==> src/hw/rtl/trsp_pkg.sv <==
// Shared types and codes for the tagged record stream parser.
// No dependencies; imported by tagged_record_stream_parser.
package trsp_pkg;

   // Configuration register indexes (byte address = 4 * index)
   localparam int unsigned CsrAddrWidth = 5;
   localparam logic [2:0] REG_TARGET_TAG  = 3'd0;
   localparam logic [2:0] REG_CODE_U8     = 3'd1;
   localparam logic [2:0] REG_CODE_U16    = 3'd2;
   localparam logic [2:0] REG_CODE_U32    = 3'd3;
   localparam logic [2:0] REG_CODE_STRING = 3'd4;
   localparam logic [2:0] REG_CODE_BYTES  = 3'd5;

   localparam logic [7:0] RESET_CODE_U8     = 8'd1;
   localparam logic [7:0] RESET_CODE_U16    = 8'd2;
   localparam logic [7:0] RESET_CODE_U32    = 8'd3;
   localparam logic [7:0] RESET_CODE_STRING = 8'd4;
   localparam logic [7:0] RESET_CODE_BYTES  = 8'd5;

   // Record kinds
   localparam logic [2:0] KIND_U8     = 3'd0;
   localparam logic [2:0] KIND_U16    = 3'd1;
   localparam logic [2:0] KIND_U32    = 3'd2;
   localparam logic [2:0] KIND_STRING = 3'd3;
   localparam logic [2:0] KIND_BYTES  = 3'd4;

   // Result status codes
   localparam logic [2:0] ST_VALUE   = 3'd0;
   localparam logic [2:0] ST_PAYLOAD = 3'd1;
   localparam logic [2:0] ST_TRUNC   = 3'd2;
   localparam logic [2:0] ST_UNKNOWN = 3'd3;
   localparam logic [2:0] ST_TERM    = 3'd4;
   localparam logic [2:0] ST_CLEAN   = 3'd5;

   typedef struct packed {
      logic        valid;
      logic [7:0]  rec_tag;
      logic [2:0]  rec_kind;
      logic [31:0] rec_value;
      logic        payload_last;
      logic [2:0]  status;
      logic        buffer_done;
   } result_type;

endpackage

==> src/hw/rtl/tagged_record_stream_parser.sv <==
// Tagged record stream parser: byte-serial tag/type/value decoder.
// Depends on trsp_pkg (codes, result struct).
//
// Takes one buffer byte per item on the req_ channel and returns zero or one
// result per byte on the rsp_ channel. An item is accepted every clock while
// the result register is empty or being drained in the same cycle; the result
// for a byte appears in the cycle after it is accepted. The per-byte phase
// update and result selection is a single level of logic between the parser
// state and the result register. The user sets type codes and the target tag
// via csr_ while the block is idle, unenforced; no clearing pass after reset.
module tagged_record_stream_parser
   import trsp_pkg::*;
(
   input  logic                    clock,
   input  logic                    reset,
   // input item channel
   input  logic                    req_valid,
   output logic                    req_ready,
   input  logic [7:0]              req_in_byte,
   input  logic                    req_in_last,
   // result channel
   output logic                    rsp_valid,
   input  logic                    rsp_ready,
   output logic [7:0]              rsp_rec_tag,
   output logic [2:0]              rsp_rec_kind,
   output logic [31:0]             rsp_rec_value,
   output logic                    rsp_payload_last,
   output logic [2:0]              rsp_status,
   output logic                    rsp_buffer_done,
   // configuration port
   input  logic                    csr_psel,
   input  logic                    csr_penable,
   input  logic                    csr_pwrite,
   input  logic [CsrAddrWidth-1:0] csr_paddr,
   input  logic [31:0]             csr_pwdata,
   output logic [31:0]             csr_prdata,
   output logic                    csr_pready
);

   typedef enum logic [2:0] {
      PH_TAG,
      PH_TYPE,
      PH_VALUE,
      PH_LEN,
      PH_PAYLOAD
   } phase_type;

   // configuration registers
   logic [7:0] target_tag_ff, code_u8_ff, code_u16_ff, code_u32_ff;
   logic [7:0] code_string_ff, code_bytes_ff;
   logic [2:0] csr_index;
   logic       csr_write;

   // parser state
   phase_type   phase_ff, phase_in;
   logic [7:0]  cur_tag_ff, cur_tag_in;
   logic [2:0]  cur_kind_ff, cur_kind_in;
   logic [15:0] remaining_ff, remaining_in;
   logic [31:0] accum_ff, accum_in;
   logic        match_ff, match_in;
   logic        halted_ff, halted_in;

   // result register
   result_type  rsp_ff, res_in;

   logic        accept;
   logic        rsp_load;
   logic [15:0] rem_dec;
   logic [31:0] acc_shift;
   logic [15:0] len_value;

   assign csr_pready = 1'b1;
   assign csr_index  = csr_paddr[CsrAddrWidth-1:2];
   assign csr_write  = csr_psel && csr_penable && csr_pwrite;

   always_ff @(posedge clock) begin
      if (reset) begin
         target_tag_ff  <= 8'd0;
         code_u8_ff     <= RESET_CODE_U8;
         code_u16_ff    <= RESET_CODE_U16;
         code_u32_ff    <= RESET_CODE_U32;
         code_string_ff <= RESET_CODE_STRING;
         code_bytes_ff  <= RESET_CODE_BYTES;
      end else if (csr_write) begin
         unique case (csr_index)
            REG_TARGET_TAG:  target_tag_ff  <= csr_pwdata[7:0];
            REG_CODE_U8:     code_u8_ff     <= csr_pwdata[7:0];
            REG_CODE_U16:    code_u16_ff    <= csr_pwdata[7:0];
            REG_CODE_U32:    code_u32_ff    <= csr_pwdata[7:0];
            REG_CODE_STRING: code_string_ff <= csr_pwdata[7:0];
            REG_CODE_BYTES:  code_bytes_ff  <= csr_pwdata[7:0];
            default: ;
         endcase
      end
   end

   always_comb begin
      unique case (csr_index)
         REG_TARGET_TAG:  csr_prdata = {24'd0, target_tag_ff};
         REG_CODE_U8:     csr_prdata = {24'd0, code_u8_ff};
         REG_CODE_U16:    csr_prdata = {24'd0, code_u16_ff};
         REG_CODE_U32:    csr_prdata = {24'd0, code_u32_ff};
         REG_CODE_STRING: csr_prdata = {24'd0, code_string_ff};
         REG_CODE_BYTES:  csr_prdata = {24'd0, code_bytes_ff};
         default:         csr_prdata = 32'd0;
      endcase
   end

   assign req_ready = !rsp_ff.valid || rsp_ready;
   assign accept    = req_valid && req_ready;
   assign rem_dec   = remaining_ff - 16'd1;
   assign acc_shift = {accum_ff[23:0], req_in_byte};
   assign len_value = acc_shift[15:0];

   // next state and result for the byte at the input
   always_comb begin
      phase_in     = phase_ff;
      cur_tag_in   = cur_tag_ff;
      cur_kind_in  = cur_kind_ff;
      remaining_in = remaining_ff;
      accum_in     = accum_ff;
      match_in     = match_ff;
      halted_in    = halted_ff;
      res_in       = '{valid: 1'b0, rec_tag: 8'd0, rec_kind: KIND_U8, rec_value: 32'd0,
                       payload_last: 1'b0, status: ST_VALUE, buffer_done: req_in_last};

      if (halted_ff) begin
         if (req_in_last) begin
            halted_in = 1'b0;
            phase_in  = PH_TAG;
         end
      end else begin
         unique case (phase_ff)
            PH_TYPE: begin
               accum_in = 32'd0;
               priority if (req_in_byte == code_u8_ff) begin
                  cur_kind_in = KIND_U8;  remaining_in = 16'd1; phase_in = PH_VALUE;
               end else if (req_in_byte == code_u16_ff) begin
                  cur_kind_in = KIND_U16; remaining_in = 16'd2; phase_in = PH_VALUE;
               end else if (req_in_byte == code_u32_ff) begin
                  cur_kind_in = KIND_U32; remaining_in = 16'd4; phase_in = PH_VALUE;
               end else if (req_in_byte == code_string_ff) begin
                  cur_kind_in = KIND_STRING; remaining_in = 16'd1; phase_in = PH_LEN;
               end else if (req_in_byte == code_bytes_ff) begin
                  cur_kind_in = KIND_BYTES;  remaining_in = 16'd2; phase_in = PH_LEN;
               end else begin
                  accum_in         = accum_ff;
                  phase_in         = PH_TAG;
                  halted_in        = !req_in_last;
                  res_in.valid     = 1'b1;
                  res_in.rec_tag   = cur_tag_ff;
                  res_in.rec_value = {24'd0, req_in_byte};
                  res_in.status    = ST_UNKNOWN;
               end
               // type known but buffer ends here
               if (phase_in != PH_TAG && req_in_last) begin
                  phase_in        = PH_TAG;
                  res_in.valid    = 1'b1;
                  res_in.rec_tag  = cur_tag_ff;
                  res_in.rec_kind = cur_kind_in;
                  res_in.status   = ST_TRUNC;
               end
            end
            PH_VALUE: begin
               accum_in     = acc_shift;
               remaining_in = rem_dec;
               if (rem_dec == 16'd0) begin
                  phase_in = PH_TAG;
                  if (match_ff) begin
                     res_in.valid     = 1'b1;
                     res_in.rec_tag   = cur_tag_ff;
                     res_in.rec_kind  = cur_kind_ff;
                     res_in.rec_value = acc_shift;
                  end else if (req_in_last) begin
                     res_in.valid  = 1'b1;
                     res_in.status = ST_CLEAN;
                  end
               end else if (req_in_last) begin
                  phase_in        = PH_TAG;
                  res_in.valid    = 1'b1;
                  res_in.rec_tag  = cur_tag_ff;
                  res_in.rec_kind = cur_kind_ff;
                  res_in.status   = ST_TRUNC;
               end
            end
            PH_LEN: begin
               accum_in     = {16'd0, len_value};
               remaining_in = rem_dec;
               if (rem_dec == 16'd0 && !(len_value != 16'd0 && req_in_last)) begin
                  if (len_value == 16'd0) begin
                     phase_in = PH_TAG;
                  end else begin
                     phase_in     = PH_PAYLOAD;
                     remaining_in = len_value;
                  end
                  if (match_ff) begin
                     res_in.valid     = 1'b1;
                     res_in.rec_tag   = cur_tag_ff;
                     res_in.rec_kind  = cur_kind_ff;
                     res_in.rec_value = {16'd0, len_value};
                  end else if (req_in_last) begin
                     res_in.valid  = 1'b1;
                     res_in.status = ST_CLEAN;
                  end
               end else if (req_in_last) begin
                  phase_in        = PH_TAG;
                  res_in.valid    = 1'b1;
                  res_in.rec_tag  = cur_tag_ff;
                  res_in.rec_kind = cur_kind_ff;
                  res_in.status   = ST_TRUNC;
               end
            end
            PH_PAYLOAD: begin
               remaining_in = rem_dec;
               if (rem_dec != 16'd0 && req_in_last) begin
                  phase_in        = PH_TAG;
                  res_in.valid    = 1'b1;
                  res_in.rec_tag  = cur_tag_ff;
                  res_in.rec_kind = cur_kind_ff;
                  res_in.status   = ST_TRUNC;
               end else begin
                  if (rem_dec == 16'd0) begin
                     phase_in = PH_TAG;
                  end
                  if (match_ff) begin
                     res_in.valid        = 1'b1;
                     res_in.rec_tag      = cur_tag_ff;
                     res_in.rec_kind     = cur_kind_ff;
                     res_in.rec_value    = {24'd0, req_in_byte};
                     res_in.payload_last = (rem_dec == 16'd0);
                     res_in.status       = ST_PAYLOAD;
                  end else if (req_in_last) begin
                     res_in.valid  = 1'b1;
                     res_in.status = ST_CLEAN;
                  end
               end
            end
            default: begin
               // expecting a tag byte
               phase_in = PH_TAG;
               if (req_in_byte == 8'd0) begin
                  cur_tag_in    = 8'd0;
                  cur_kind_in   = KIND_U8;
                  halted_in     = !req_in_last;
                  res_in.valid  = 1'b1;
                  res_in.status = ST_TERM;
               end else begin
                  cur_tag_in   = req_in_byte;
                  cur_kind_in  = KIND_U8;
                  accum_in     = 32'd0;
                  remaining_in = 16'd0;
                  match_in     = (target_tag_ff == 8'd0) || (target_tag_ff == req_in_byte);
                  if (req_in_last) begin
                     res_in.valid   = 1'b1;
                     res_in.rec_tag = req_in_byte;
                     res_in.status  = ST_TRUNC;
                  end else begin
                     phase_in = PH_TYPE;
                  end
               end
            end
         endcase
      end
   end

   assign rsp_load = accept && res_in.valid;

   always_ff @(posedge clock) begin
      if (reset) begin
         phase_ff     <= PH_TAG;
         cur_tag_ff   <= 8'd0;
         cur_kind_ff  <= KIND_U8;
         remaining_ff <= 16'd0;
         accum_ff     <= 32'd0;
         match_ff     <= 1'b0;
         halted_ff    <= 1'b0;
         rsp_ff.valid <= 1'b0;
      end else begin
         if (accept) begin
            phase_ff     <= phase_in;
            cur_tag_ff   <= cur_tag_in;
            cur_kind_ff  <= cur_kind_in;
            remaining_ff <= remaining_in;
            accum_ff     <= accum_in;
            match_ff     <= match_in;
            halted_ff    <= halted_in;
         end
         if (rsp_load) begin
            rsp_ff <= res_in;
         end else if (rsp_ready) begin
            rsp_ff.valid <= 1'b0;
         end
      end
   end

   assign rsp_valid        = rsp_ff.valid;
   assign rsp_rec_tag      = rsp_ff.rec_tag;
   assign rsp_rec_kind     = rsp_ff.rec_kind;
   assign rsp_rec_value    = rsp_ff.rec_value;
   assign rsp_payload_last = rsp_ff.payload_last;
   assign rsp_status       = rsp_ff.status;
   assign rsp_buffer_done  = rsp_ff.buffer_done;

   // a halted parser always resumes at a tag
   assert property (@(posedge clock) disable iff (reset) halted_ff |-> phase_ff == PH_TAG)
      else $error("halted parser not in tag phase");

   // payload phase always has bytes left to take
   assert property (@(posedge clock) disable iff (reset)
      phase_ff == PH_PAYLOAD |-> remaining_ff != 16'd0)
      else $error("payload phase with no bytes remaining");

   // payload bytes only come from string or byte-array records
   assert property (@(posedge clock) disable iff (reset)
      rsp_valid && rsp_status == ST_PAYLOAD |->
         rsp_rec_kind == KIND_STRING || rsp_rec_kind == KIND_BYTES)
      else $error("payload item from numeric record");

   // payload_last only on payload items
   assert property (@(posedge clock) disable iff (reset)
      rsp_valid && rsp_payload_last |-> rsp_status == ST_PAYLOAD)
      else $error("payload_last on non-payload item");

   // truncation and clean end only answer the last byte
   assert property (@(posedge clock) disable iff (reset)
      rsp_valid && (rsp_status == ST_TRUNC || rsp_status == ST_CLEAN) |-> rsp_buffer_done)
      else $error("end status without buffer_done");

endmodule
==> config.mk <==
export PLATFORM = sky130hd
export DESIGN_NAME = tagged_record_stream_parser
export DESIGN_NICKNAME = d
export VERILOG_FILES = /design/src/hw/rtl/trsp_pkg.sv /design/src/hw/rtl/tagged_record_stream_parser.sv
export SDC_FILE = /design/constraint.sdc
export NUM_CORES = 1
export LEC_CHECK = 0
export BUFFER_PORTS_ARGS = -buffer_cell sky130_fd_sc_hd__buf_2
export CAP_MARGIN = 20
export CELL_PAD_IN_SITES_DETAIL_PLACEMENT = 2
export CELL_PAD_IN_SITES_GLOBAL_PLACEMENT = 2
export CORE_ASPECT_RATIO = 0.7
export CORE_MARGIN = 2
export CORE_UTILIZATION = 31
export DETAILED_ROUTE_END_ITERATION = 10
export PLACE_DENSITY_LB_ADDON = 0.1
export SKIP_LAST_GASP = 1
export SLEW_MARGIN = 15
export SYNTH_ARGS = -nofsm -noshare
export SYNTH_HDL_FRONTEND = slang
export SYNTH_SLANG_ARGS = --single-unit
==> constraint.sdc <==
create_clock -name clock -period 4.8 [get_ports clock]
set_input_delay 0.24 -clock clock [delete_from_list [all_inputs] [get_ports clock]]
set_output_delay 0.24 -clock clock [all_outputs]
set_load 0.01 [all_outputs]
==> impl_metrics.json, run 1 <==
{
  "seq_area_frac_synth_pct": 43.1,
  "crit_required_ns": 4.87,
  "io_buffers": 84,
  "post_cts_resized": 0,
  "fmax_ghz": 0.257,
  "boundaryPins": 136,
  "drt_wl_total_um": 30900,
  "cp_max_fo": 45,
  "layout-drive-gt1-share_pct": 17.3,
  "critical_path_class": "reg -> reg",
  "syn_to_final_growth_pct": 14.6,
  "clk_latency_ns": 0.43,
  "setup.worst_path.start_class": "flip-flop",
  "period_needed_ns": 3.90,
  "diodes": 0,
  "dieArea_sq_um": 27900,
  "cts_buffer_depth": 2,
  "die-width_um": 199,
  "power_density_nw_per_um2": 317,
  "crit_arrival_ns": 3.96,
  "p_leak_nw": 3.47,
  "track_usage_pct": 22.9,
  "crit_path_end_kind": "flip-flop",
  "layout.nets": 1007,
  "cts_hold_buf": 0,
  "yosys_warnings": 0,
  "largest_reg_flops": 32,
  "dp_hpwl_um": 21700,
  "die_h_um": 140,
  "design_area_sq_um": 9430,
  "root_buffer": "clkbuf_16",
  "status": "finished clean",
  "synth_edf_count": 48,
  "drv_slew": 0,
  "hold_slack_ns": 0.140,
  "ys_ff_latch": 153,
  "synth.area.top_cells": "dfxtp_1 (26%), edfxtp_1 (18%), mux2i_1 (7.8%), nor2_1 (4.0%), nand2_1 (3.9%)",
  "fin_setup_tns_ns": 0,
  "worstHoldPathCells": 3,
  "drt-pass1-iter-count": 5,
  "placed_area_sq_um": 8850,
  "worstMarginPinSlew_ns": 1.02,
  "hold_class": "in -> reg",
  "avgViaCountPerCell": 5.42,
  "vdd_ir_drop_max_mv": 0.223,
  "detail-route-antenna-nets": 0,
  "finalHoldViolations": 0,
  "synth.avg_cell_area_sq_um": 9.20,
  "num-fill-cells": 2934,
  "skew_ns": 0.0144,
  "fin_ws_ns": 0.903,
  "num_rows": 49,
  "clkSlewWorstSetupHoldPaths_ns": 0.07,
  "synth_top_area_cell": "dfxtp_1",
  "fp.coreArea_sq_um": 25900,
  "rsz0062_at_grt": "no",
  "drv_cap": 0,
  "ctsHtreeMaxLevel": 4,
  "synth_top_area_share_pct": 25.5,
  "setup_viol": 0,
  "grt_pass1_vias": 7329,
  "synthCells": 895,
  "grt_pass1_wl_um": 47600,
  "wl_per_cell_um": 23.4,
  "relSlewSlack_pct": 31.8,
  "numCtsBuffers": 17,
  "vias": 7171,
  "start_util_pct": 31.8,
  "ys_types": 72,
  "gp_congestion": 0.802,
  "grt_antenna_before_repair": 0,
  "fin_util_pct": 36.5,
  "overflow": 0,
  "cts_tree": "built",
  "period_share_pct": 81.2,
  "worst-r2r-cell-count": 10,
  "drtIter0Drc": 429,
  "drc_errors": 0,
  "dp_slack_ns": 0.932,
  "syn_area_sq_um": 8230,
  "grt_max_degree": 62,
  "cts.sinks": 153,
  "post_cts_buffers": 0,
  "synth_ff_type": "dfxtp_1",
  "async_reset_ff_share_pct": 0
}
-- synthesized netlist by cell type, types with 3 or more instances --
| cell type | n |
|---|---|
| a211oi_1 | 4 |
| a211oi_2 | 9 |
| a21o_1 | 5 |
| a21oi_1 | 39 |
| a22oi_1 | 15 |
| a31oi_1 | 5 |
| and2_1 | 19 |
| and3_1 | 3 |
| buf_2 | 11 |
| buf_4 | 26 |
| buf_6 | 3 |
| clkbuf_1 | 41 |
| dfxtp_1 | 105 |
| edfxtp_1 | 48 |
| inv_1 | 29 |
| mux2_2 | 8 |
| mux2i_1 | 64 |
| nand2_1 | 85 |
| nand2b_1 | 4 |
| nand3_1 | 24 |
| nand4_1 | 24 |
| nor2_1 | 87 |
| nor2b_1 | 6 |
| nor3_1 | 13 |
| nor3b_1 | 4 |
| nor4_1 | 23 |
| o211ai_1 | 10 |
| o21ai_0 | 28 |
| o21ai_1 | 3 |
| o22ai_1 | 9 |
| o31ai_1 | 5 |
| or3_1 | 24 |
| or4_1 | 4 |
| xnor2_1 | 36 |
| xor2_1 | 20 |
-- logic make-up after synthesis --
group           Yosys count  synth area share (%)
compound gates          158                  13.7
fa+ha+maj                 3                 0.426
simple gates            336                  20.6
mux                      74                  9.43
other cells               2                0.0912
flops                   153                  43.1
buf+inv                 113                  6.78
xor+xnor                 56                  5.96
-- cell type report --
| cell class | instances | area [sq um] | area share (%) |
|---|---|---|---|
| clock inverters | 12 | 108 | 1.14 |
| inverters | 30 | 113 | 1.19 |
| multi-input cells | 652 | 4220 | 44.8 |
| repair buffers | 98 | 533 | 5.65 |
| clock buffers | 20 | 468 | 4.96 |
| well taps | 357 | 447 | 4.73 |
| flip-flops and latches | 153 | 3540 | 37.6 |
-- metal layers --
metal | global-route usage [%] | part of all wire (%) | vias up
met5 | 0 | 0 | -
met4 | 3.57 | 0.35 | 0
met3 | 4.02 | 5.3 | 8
met2 | 31.6 | 41 | 191
met1 | 36.8 | 54 | 3697
li1 | - | - | 3275
-- critical path, cell delays in order, from the launching register on --
cell and delay [ns]:
dfxtp_1 0.37, inv_1 0.13, ha_1 0.26, or3b_2 0.52
nor3_1 0.19, a21oi_1 0.18, a211oi_2 0.77, a21o_1 0.22
a21oi_1 0.11, nor2_4 0.20, buf_4 0.56
-- path summary, 6_finish.rpt --
path                                                   start                               to  slack, ns
worst max-delay path            remaining_ff[1]$_SDFFE_PP0P_  rsp_rec_value[11]$_SDFFCE_PP0P_       0.90
worst min-delay path                           csr_pwdata[1]      code_u32_ff[1]$_SDFFE_PP1P_       0.14
worst max register to register  remaining_ff[1]$_SDFFE_PP0P_  rsp_rec_value[11]$_SDFFCE_PP0P_       0.90
worst min register to register      accum_ff[8]$_SDFFE_PP0P_         accum_ff[8]$_SDFFE_PP0P_       0.48
-- report_power, final --
| part | switching (W) | internal (W) |
|---|---|---|
| registers | 0.0000194 | 0.00136 |
| clock network | 0.000624 | 0.000725 |
| logic | 0.000193 | 0.0000750 |
-- cells in the final DEF (no fill, tap or decap), types with 9 or more instances in the layout --
master	netlist	layout
conb_1	2	25
o22ai_1	9	9
buf_4	26	12
inv_1	29	29
nand4_1	24	24
edfxtp_1	48	48
nor4_1	23	23
and2_1	19	19
o21ai_0	28	27
xnor2_1	36	36
clkbuf_16	0	18
o211ai_1	10	10
nand2_1	85	85
a22oi_1	15	15
xor2_1	20	20
buf_2	11	84
nor2_1	87	86
a21oi_1	39	39
nor3_1	13	13
dfxtp_1	105	105
nand3_1	24	24
mux2i_1	64	64
a211oi_2	9	9
or3_1	24	24
-- per-stage QoR --
step	cells	power, W
6_report	1322	0.00299
3_3_place_gp	1286	0.00167
3_5_place_dp	1289	0.00167
4_1_cts	1321	0.00302
2_1_floorplan	918	0.00158
5_1_grt	1322	0.00310
Power figures use the tool's default switching activity.
==> run 2: changes to the inputs <==
--- a/config.mk
+++ b/config.mk
@@ -5,13 +5,14 @@
 export SDC_FILE = /design/constraint.sdc
 export NUM_CORES = 1
 export LEC_CHECK = 0
+export ABC_AREA = 1
 export BUFFER_PORTS_ARGS = -buffer_cell sky130_fd_sc_hd__buf_2
 export CAP_MARGIN = 20
 export CELL_PAD_IN_SITES_DETAIL_PLACEMENT = 2
 export CELL_PAD_IN_SITES_GLOBAL_PLACEMENT = 2
 export CORE_ASPECT_RATIO = 0.7
 export CORE_MARGIN = 2
-export CORE_UTILIZATION = 31
+export CORE_UTILIZATION = 29
 export DETAILED_ROUTE_END_ITERATION = 10
 export PLACE_DENSITY_LB_ADDON = 0.1
 export SKIP_LAST_GASP = 1
==> constraint.sdc (replaced) <==
create_clock -name clock -period 3.2 [get_ports clock]
set_input_delay 0.16 -clock clock [delete_from_list [all_inputs] [get_ports clock]]
set_output_delay 0.16 -clock clock [all_outputs]
set_load 0.01 [all_outputs]
==> run 2 against run 1 <==
  * Sequential power is 56% higher
  * Critical path depth up 6
  * Register-to-register slack got worse by 0.60 ns
  * Hold slack worse by 0.087 ns
  * Utilization is 1.6 points lower
  * Routed wire length increased by 18%
  * Clock skew down 0.00084 ns
  * Via count is 24% higher
  * Die area increased by 16%
  * Clock power up 57%
  * Total power up 71%
  * Sequential share of layout area fell by 3.8 points
==> impl_metrics.json, run 2 <==
{
  "crit_path_end_kind": "flip-flop",
  "worstHoldPathCells": 4,
  "dp_hpwl_um": 27500,
  "hold_class": "in -> reg",
  "io_buffers": 84,
  "drt_wl_total_um": 36400,
  "clk_latency_ns": 0.46,
  "total_power_w": 0.00511,
  "drv_slew": 0,
  "num_rows": 53,
  "numCtsBuffers": 17,
  "wl_per_cell_um": 20.6,
  "fp.coreArea_sq_um": 30200,
  "synth_common_cells": "nand2_1 (308), nor2_1 (145), inv_1 (120), dfxtp_1 (105), a21oi_1 (93)",
  "yosys_warnings": 0,
  "largest_reg_flops": 32,
  "crit_start": "remaining_ff[0]$_SDFFE_PP0P_",
  "grt_antenna_before_repair": 0,
  "clkSlewWorstSetupHoldPaths_ns": 0.08,
  "drtIter0Drc": 567,
  "critical_path_class": "reg -> reg",
  "whs_endpoint": "rsp_valid$_SDFFE_PP0P_",
  "status": "finished clean",
  "fmax_ghz": 0.345,
  "min_from": "rsp_ready",
  "p_leak_nw": 4.35,
  "grt_pass1_vias": 9029,
  "cts_hold_buf": 0,
  "rr_startpoint": "remaining_ff[0]$_SDFFE_PP0P_",
  "grt_pass1_wl_um": 55400,
  "synth_top_area_share_pct": 23.5,
  "synth_top_area_cell": "dfxtp_1",
  "drv_cap": 0,
  "layout.nets": 1399,
  "synthCells": 1250,
  "diodes": 0,
  "rsz0062_at_grt": "no",
  "start_util_pct": 29.6,
  "relSlewSlack_pct": 44.1,
  "power_density_nw_per_um2": 486,
  "dieArea_sq_um": 32300,
  "finalHoldViolations": 0,
  "worstMarginPinSlew_ns": 0.837,
  "seq_area_frac_synth_pct": 39.6,
  "setup_viol": 0,
  "fin_setup_tns_ns": 0,
  "post_cts_buffers": 0,
  "mostFrequentLayoutCells": "nand2_1 (308), nor2_1 (145), inv_1 (119)",
  "setup.worst_path.start_class": "flip-flop",
  "synth.avg_cell_area_sq_um": 7.15,
  "synth_ff_type": "dfxtp_1",
  "vias": 8865,
  "detail-route-antenna-nets": 0,
  "worst-r2r-cell-count": 16,
  "r2r-end": "rsp_rec_tag[3]$_SDFFCE_PP0P_",
  "gp_congestion": 0.840,
  "die_h_um": 151,
  "cp_max_fo": 48,
  "layout-drive-gt1-share_pct": 17.0,
  "period_share_pct": 90.6,
  "period_needed_ns": 2.90,
  "syn_to_final_growth_pct": 17.5,
  "drc_errors": 0,
  "track_usage_pct": 23.4,
  "ys_types": 44,
  "post_cts_resized": 0,
  "boundaryPins": 136,
  "cts_buffer_depth": 2,
  "final_common_cell": "nand2_1",
  "crit_required_ns": 3.34,
  "rrSetupSlack_ns": 0.30,
  "avgViaCountPerCell": 5.01,
  "overflow": 0,
  "ctsHtreeMaxLevel": 4,
  "grt_max_degree": 49,
  "synth_edf_count": 48,
  "cts.sinks": 153,
  "die-width_um": 214,
  "post-synth-top-count-cell": "nand2_1",
  "skew_ns": 0.0136,
  "crit_arrival_ns": 3.04,
  "synth.area.top_cells": "dfxtp_1 (24%), edfxtp_1 (16%), nand2_1 (13%), nor2_1 (6.1%), a21oi_1 (5.2%)",
  "drt-pass1-iter-count": 5,
  "vdd_ir_drop_max_mv": 0.324,
  "ys_ff_latch": 153,
  "root_buffer": "clkbuf_16",
  "async_reset_ff_share_pct": 0,
  "cts_tree": "built",
  "syn_area_sq_um": 8940
}
-- run 2: layer usage --
layer	global-route usage, %	up-vias	share of wire (%)
met3	5.04	23	5.3
met4	5.66	0	1.0
met1	36.1	4422	54
li1	-	4260	-
met5	0	-	0
met2	32.4	160	40
-- run 2: worst max path at each step --
stage | to | slack (ns) | cells past startpoint
floorplan | rsp_buffer_done$_DFFE_PP_ | 0.03 | 15
global placement | rsp_rec_tag[5]$_SDFFCE_PP0P_ | 0.35 | 14
detailed placement | rsp_rec_tag[4]$_SDFFCE_PP0P_ | 0.30 | 16
CTS | rsp_rec_tag[2]$_SDFFCE_PP0P_ | 0.27 | 16
global route | rsp_rec_tag[4]$_SDFFCE_PP0P_ | 0.04 | 18
finish | rsp_rec_tag[3]$_SDFFCE_PP0P_ | 0.30 | 16
-- run 2: logic make-up (layout without fill, tap and decap cells) --
family	after synthesis	count (layout)	share of synthesized area, %
other	2	25	0.0840
buffers and inverters	212	296	10.6
XOR/XNOR	33	33	3.23
AO/OA/AOI/OAI	234	234	16.0
flip-flops	153	153	39.6
adder cells (fa/ha/maj)	2	2	0.280
AND/OR/NAND/NOR	614	614	30.1
-- run 2: cell type report --
type                    instances  area, sq um
multi-input cells             908         4540
inverters                     139          522
flip-flops and latches        153         3540
clock buffers                  17          425
well taps                     412          515
clock inverters                15          184
fillers                      3606        19700
repair buffers                125          778
-- run 2: worst max-delay path, stage by stage, from the launching register on --
cell and delay [ns]:
dfxtp_1 0.46, inv_2 0.07, ha_1 0.26, nand2_2 0.14
inv_1 0.07, nand3_1 0.08, nand2_1 0.12, inv_1 0.15
nand2_1 0.08, nor2_2 0.14, nand3_4 0.19, nand2_1 0.12
nand3_1 0.07, nand3b_1 0.10, nand2_1 0.12, inv_2 0.10
buf_12 0.26
-- run 2: report_power, final --
group	internal (W)	leakage (nW)	switching (W)	total (W)
Sequential	0.00209	1.27	0.0000529	0.00215
Clock	0.00111	0.286	0.00101	0.00212
Combinational	0.000246	2.80	0.000591	0.000837
-- run 2: stage by stage --
step                      cells  hold slack, ns  util (%)  instance area, sq um  worst slack, ns
final                      1769          0.0526      34.8                 10500            0.301
after global routing       1769          0.0704      34.8                 10500           0.0371
after CTS                  1769          0.0365      34.8                 10500            0.269
after detailed placement   1737           0.472      32.8                  9900            0.297
after global placement     1737           0.450      32.8                  9900            0.348
after floorplan            1273           0.259         -                  9030           0.0255
